## src/hw/rtl/ctuv_pkg.sv

```systemverilog
// Package for the color temperature to CIE 1960 (u, v) converter.
// Holds the field widths, the scaled rational-approximation coefficients and the divider lane type.
// Used by ctuv_poly, ctuv_div_step and color_temperature_to_uv.
package ctuv_pkg;

    // Field and datapath widths.
    localparam int KW  = 14;   // kelvin input
    localparam int CW  = 20;   // coordinate output
    localparam int DW  = 61;   // numerator, denominator and remainder
    localparam int C2W = 33;   // quadratic coefficients
    localparam int C1W = 43;   // linear coefficients
    localparam int AW  = 48;   // first Horner step
    localparam int PW  = 62;   // second Horner step before truncation

    localparam logic [KW-1:0] KELVIN_MIN = 14'd1000;
    localparam logic [KW-1:0] KELVIN_MAX = 14'd15000;

    // Coefficients of the approximation, scaled by 10^16.
    localparam logic [C2W-1:0] UN2 = 33'd1286412120;
    localparam logic [C1W-1:0] UN1 = 43'd1541182540000;
    localparam logic [DW-1:0]  UN0 = 61'd8601177570000000;
    localparam logic [C2W-1:0] UD2 = 33'd7081451630;
    localparam logic [C1W-1:0] UD1 = 43'd8424202350000;
    localparam logic [DW-1:0]  UD0 = 61'd10000000000000000;
    localparam logic [C2W-1:0] VN2 = 33'd420481691;
    localparam logic [C1W-1:0] VN1 = 43'd422806245000;
    localparam logic [DW-1:0]  VN0 = 61'd3173987260000000;
    localparam logic [C2W-1:0] VD2 = 33'd1614560530;
    localparam logic [C1W-1:0] VD1 = 43'd289741816000;
    localparam logic [DW-1:0]  VD0 = 61'd10000000000000000;

    // One coordinate in flight through the restoring divider.
    typedef struct packed {
        logic [DW-1:0] rem;
        logic [DW-1:0] den;
        logic [CW-1:0] quo;
    } t_div_lane;

endpackage

```

## src/hw/rtl/ctuv_div_step.sv

```systemverilog
// One registered step of the restoring fraction divider: one quotient bit per stage.
// Depends on ctuv_pkg for the lane type and widths.
module ctuv_div_step import ctuv_pkg::*; (
    input  logic        i_clk,
    input  logic        i_en,
    input  t_div_lane   i_lane,
    output t_div_lane   o_lane
);

    logic [DW:0] w_rem2;
    logic [DW:0] w_diff;
    logic        w_ge;
    t_div_lane   n_lane;
    t_div_lane   r_lane;

    // The remainder stays below the denominator, so the doubled value fits one more bit
    // and the top bit of the difference tells whether the subtraction goes through.
    always_comb begin
        w_rem2      = {i_lane.rem, 1'b0};
        w_diff      = w_rem2 - {1'b0, i_lane.den};
        w_ge        = !w_diff[DW];
        n_lane.rem  = w_ge ? w_diff[DW-1:0] : w_rem2[DW-1:0];
        n_lane.den  = i_lane.den;
        n_lane.quo  = {i_lane.quo[CW-2:0], w_ge};
    end

    always_ff @(posedge i_clk) begin
        if (i_en) begin
            r_lane <= n_lane;
        end
    end

    assign o_lane = r_lane;

endmodule

```

## config.mk

```make
export PLATFORM = sky130hd
export DESIGN_NAME = ctuv_div_step
export DESIGN_NICKNAME = d
export VERILOG_FILES = /design/src/hw/rtl/ctuv_pkg.sv /design/src/hw/rtl/ctuv_div_step.sv
export SDC_FILE = /design/constraint.sdc
export NUM_CORES = 1
export LEC_CHECK = 0
export ABC_CLOCK_PERIOD_IN_PS = 7150
export BUFFER_PORTS_ARGS = -buffer_cell sky130_fd_sc_hd__buf_2
export CORE_ASPECT_RATIO = 1.2
export CORE_MARGIN = 2
export CORE_UTILIZATION = 54
export CTS_CLUSTER_SIZE = 40
export DETAILED_ROUTE_END_ITERATION = 16
export PLACE_DENSITY = 0.84
export RECOVER_POWER = 25
export SETUP_SLACK_MARGIN = 0.4
export SYNTH_ARGS = -nofsm -noshare
export SYNTH_HDL_FRONTEND = slang
export SYNTH_SLANG_ARGS = --single-unit
```

## constraint.sdc

```tcl
create_clock -name i_clk -period 7.15 [get_ports i_clk]
set_input_delay 0.3575 -clock i_clk [delete_from_list [all_inputs] [get_ports i_clk]]
set_output_delay 0.3575 -clock i_clk [all_outputs]
set_load 0.02 [all_outputs]
```

==> impl.org <==
** Outcome
- Result of the run :: complete, but fails checks
- Failing checks :: capacitance limit, slew limit

** Floorplanning
- Die outline width :: 121 µm
- In this run the standard cell core region covers 16100 µm².
- The floorplan step defined a die boundary enclosing about 17000 µm².
- In this run the count of I/O pins placed on the die edge is 286.
- The floorplan has slightly above 50 rows.
- For this configuration, the core starts out at a cell density of between 50% and 60%.
- The die is roughly 140 µm tall.

** Layout
- The repair_antennas step left the layout with diodes totalling 0.
- Relative area change from synthesis to final layout :: 23.1%
- After filler insertion, the fill cell instance count of the layout stands at 1250.
- For this run, the number of standard cells in the final layout without fillers is ~1300.
- The register with the most flip-flops in the layout has roughly 140 of them.
- Storage element area :: around 4300 µm²
- Net count reported at finish :: ~1300
- Share of post-route cells with drive strength above 1 :: 29.5%
- Finished layout cell area :: between 10000 and 15000 µm²
- Multi-input logic area :: ~4100 µm²

** Timing
- In the final timing run, aggregate negative setup slack is 0 ps.
- Setup slack closes at ~2700 ps.
- Setup violators final :: 0
- At the pin with the least slew margin, the transition time is around 3500 ps.
- Max-Slew Margin vs Limit :: -134%
- Setup repair after global routing missed its margin :: false
- Fmax achieved :: around 0.23 GHz
- The max-slew violation count is 65.
- On the final layout, the worst hold slack is approximately 90 ps.
- Number of failing hold endpoints at the final stage :: 0
- Final critical delay including setup and external delays :: 4420 ps
- Ratio of final minimum period to clock period :: 61.8%

** Global route
- The initial antenna violation count was 0.
- The total overflow left after global routing is 0.
- Overall Global Routing Usage :: 26.4%
- Entering global routing, the biggest net connects 80 pins.
- Vias in the first global route :: between 7000 and 8000
- The first global-routing pass estimated 35500 µm of wire.

** Logic synthesis
- Post-synth ARST share :: 0%
- Summing the areas of all compound-gate instances in the mapped netlist gives roughly 15% of the synthesized area.
- Flip-flop and latch count after synthesis :: between 100 and 150
- Summing the areas of all fa, ha and maj instances in the mapped netlist gives slightly below 9% of the synthesized area.
- The synthesized netlist occupies a cell area of about 8800 µm².
- Largest family of logic cells by synthesized area :: compound AO/OA/AOI/OAI gates
- Fraction of synthesized area in multiplexers :: 7.59%
- Number of standard cells after synthesis :: between 800 and 900
- Post-synth top flop :: sky130_fd_sc_hd__edfxtp_1
- The synthesized netlist contains 58 unique library cells.
- Total of warnings raised by yosys :: 0
- The share of the Yosys chip area taken by registers is 48.3%.
- Synth Area in Simple Gates :: 8.77%
- Synthesized Nets :: 1016
- Average cell area after synthesis :: 10.9 µm²
- The synthesized netlist devotes 6.06% of its cell area to XOR and XNOR gates.
- Yosys mapped a number of flops with a built-in enable equal to around 140.

** Clock tree
- H-tree depth reported by CTS :: 4
- CTS Buf Count :: 17
- Clock-pin slew was measured on the worst setup and hold paths at approximately 70 ps.
- CTS tree :: built
- Gates resized, CTS repair :: 0
- After clock tree synthesis, the flow added hold-fix buffers numbering 0.
- Number of buffers on the longest clock path :: 2
- Clock Sink Count :: roughly 140
- Once the clock tree was built, the setup fixing pass inserted 0 buffers.
- CTS Root Buffer Type :: sky130_fd_sc_hd__clkbuf_16

** Placed design
- After detailed placement, the total cell area comes to 10400 µm².
- Including well taps, the total number of placed cells is approximately 1300.
- Routability-driven placement congestion ratio :: between 0.9 and 1
- Number of buffer cells added on primary ports :: ~280
- Before CTS, the worst setup slack after placement is 2410 ps.
- Post-DP HPWL :: around 18000 µm

** Flow run
- Count of max-cap constraint violations :: 1

** Worst hold path
- Along the worst hold path, the cell count comes to 1.
- The path with the worst hold slack has its endpoint at o_lane[7].
- In this run the worst hold path is classified as in -> reg.
- The worst hold path begins at i_lane[6].

** Critical path
- STA puts the critical path data required time at around 7300 ps.
- The worst setup path is captured at a register.
- Largest driver fanout on the critical path :: 42
- Startpoint Class :: primary input
- The critical path in this run is classified as in -> reg.
- Crit path DAT :: 4600 ps

** Detailed routing
- Average wire length per cell after detail routing :: ~18 µm
- For this block, the routed nets add up to roughly 23000 µm of wire.
- After detailed routing, the number of vias per cell comes to roughly 5.7.
- In this run the remaining antenna-violating nets after routing total 0.
- For this run, the detailed router's first-pass iteration total came to 5.
- Number of design rule violations left after detail routing :: 0
- In this run, the number of DRC markers left after iteration 0 of detailed routing was 487.
- Summing over every cut layer, the via total after detailed routing is 7434.

** Power and ir drop
- Cell internal power was estimated by the tool at approximately 0.0018 W.
- Highest ir drop seen on vdd :: roughly 0.13 mV
- In this run the static leakage power is 4.75 nW.
- Combinational Power Share :: between 20% and 30%
- For this design the total switching power over the nets is 0.000891 W.
- Power per cell area :: about 250 nW/µm²
- In this run, the clock network consumes about a third of the power.
- Per report_power, the sequential group accounts for between 30 and 40% of the total.
- Net switching is about a third of the power.
## area by class of cell
| type | instances | area share (%) |
|---|---|---|
| inverter | 75 | 2.59 |
| timing repair buffer | 286 | 12.7 |
| clock inverter | 15 | 1.30 |
| clock buffer | 17 | 3.91 |
| multi-input combinational | 560 | 37.8 |
| sequential | 142 | 39.2 |
| tap | 212 | 2.44 |
## synth_stat cells, types with 2 or more instances
master	instances	area share, %
sky130_fd_sc_hd__o21bai_1	13	1.1
sky130_fd_sc_hd__mux2i_1	4	0.45
sky130_fd_sc_hd__or3_1	4	0.28
sky130_fd_sc_hd__and2_1	4	0.28
sky130_fd_sc_hd__mux2_2	40	5.1
sky130_fd_sc_hd__nor4_1	3	0.21
sky130_fd_sc_hd__a311oi_1	2	0.20
sky130_fd_sc_hd__o2111ai_1	3	0.30
sky130_fd_sc_hd__o31ai_1	5	0.42
sky130_fd_sc_hd__nand2_1	56	2.4
sky130_fd_sc_hd__o211ai_1	5	0.42
sky130_fd_sc_hd__and3_1	3	0.21
sky130_fd_sc_hd__buf_6	6	0.76
sky130_fd_sc_hd__nand4_1	22	1.6
sky130_fd_sc_hd__o21a_1	9	0.76
sky130_fd_sc_hd__ha_1	60	8.5
sky130_fd_sc_hd__xnor2_1	32	3.2
sky130_fd_sc_hd__a21boi_0	5	0.42
sky130_fd_sc_hd__nand2b_1	6	0.42
sky130_fd_sc_hd__a41oi_1	3	0.30
sky130_fd_sc_hd__nor2_1	36	1.5
sky130_fd_sc_hd__nand3b_1	2	0.17
sky130_fd_sc_hd__inv_1	75	3.2
sky130_fd_sc_hd__a221o_1	2	0.23
sky130_fd_sc_hd__edfxtp_1	142	48
sky130_fd_sc_hd__clkbuf_1	24	1.0
sky130_fd_sc_hd__nor3_1	10	0.57
sky130_fd_sc_hd__nor2b_1	5	0.35
sky130_fd_sc_hd__o21ai_0	42	2.4
sky130_fd_sc_hd__a21o_1	22	1.9
sky130_fd_sc_hd__buf_2	4	0.23
sky130_fd_sc_hd__xor2_1	26	2.6
sky130_fd_sc_hd__a21oi_1	83	4.7
sky130_fd_sc_hd__nand3_1	9	0.51
sky130_fd_sc_hd__a2111oi_0	2	0.20
sky130_fd_sc_hd__mux2_1	16	2.0
sky130_fd_sc_hd__a31oi_1	5	0.35
## cells by family after synthesis
group | after synthesis
AO/OA/AOI/OAI | 217
XOR/XNOR | 59
adder cells (fa/ha/maj) | 61
buffers and inverters | 109
flip-flops | 142
multiplexers | 60
AND/OR/NAND/NOR | 163
## cell usage in the layout, fill, tap and decap left out, drive strengths merged, types with 9 or more instances in the layout
cell	count
xnor2	32
a21o	22
nor2	36
o21ai	45
inv	84
ha	60
nand4	22
buf	244
edfxtp	142
mux2	56
a21oi	84
o21bai	13
nand3	9
o21a	9
nor3	10
clkbuf	59
xor2	27
nand2	56
## power by group through the flow
stage / combinational, W / sequential (W) / clock, W
CTS: 0.000763 / 0.00107 / 0.000872
detailed placement: 0.000755 / 0.00108 / 0
floorplan: 0.000388 / 0.00121 / 0
finish: 0.000762 / 0.00107 / 0.000860
global placement: 0.000739 / 0.00108 / 0
global route: 0.000827 / 0.00107 / 0.000909
## critical path, cell delays in order
cell and delay, ps:
sky130_fd_sc_hd__clkbuf_1 120, sky130_fd_sc_hd__inv_1 60, sky130_fd_sc_hd__ha_1 370, sky130_fd_sc_hd__a21o_1 210, sky130_fd_sc_hd__a21oi_1 320, sky130_fd_sc_hd__a2111oi_0 170
sky130_fd_sc_hd__nand3b_1 280, sky130_fd_sc_hd__a21oi_2 330, sky130_fd_sc_hd__o21ai_2 160, sky130_fd_sc_hd__a31oi_2 360, sky130_fd_sc_hd__o21ai_4 120, sky130_fd_sc_hd__xor2_4 650
sky130_fd_sc_hd__buf_4 630, sky130_fd_sc_hd__mux2_2 420
## metal layers
layer | share of wire, % | vias to the layer above | global-route usage, %
li1 | - | 3538 | -
met2 | 53 | 336 | 48.2
met1 | 37 | 3496 | 28.5
met4 | 3.7 | 0 | 13.1
met5 | 0 | - | 0
met3 | 7.0 | 64 | 6.62
## how the worst max path moves through the flow
stage	from	to	slack, ps	cells after the start
2_1_floorplan	i_lane[27]	o_lane[137]	3890	13
3_3_place_gp	i_lane[23]	o_lane[87]	2460	14
3_5_place_dp	i_lane[23]	o_lane[94]	2410	14
4_1_cts	i_lane[23]	o_lane[94]	2820	14
5_1_grt	i_lane[23]	o_lane[94]	2550	14
6_report	i_lane[23]	o_lane[94]	2730	14
## metrics by stage
stage          utilization (%)  total power [W]
2_1_floorplan                -          0.00160
3_3_place_gp              64.2          0.00182
3_5_place_dp              64.2          0.00184
4_1_cts                   67.7          0.00270
5_1_grt                   67.3          0.00281
6_report                  67.3          0.00269
Note: power is estimated with default switching activity, not from simulation.
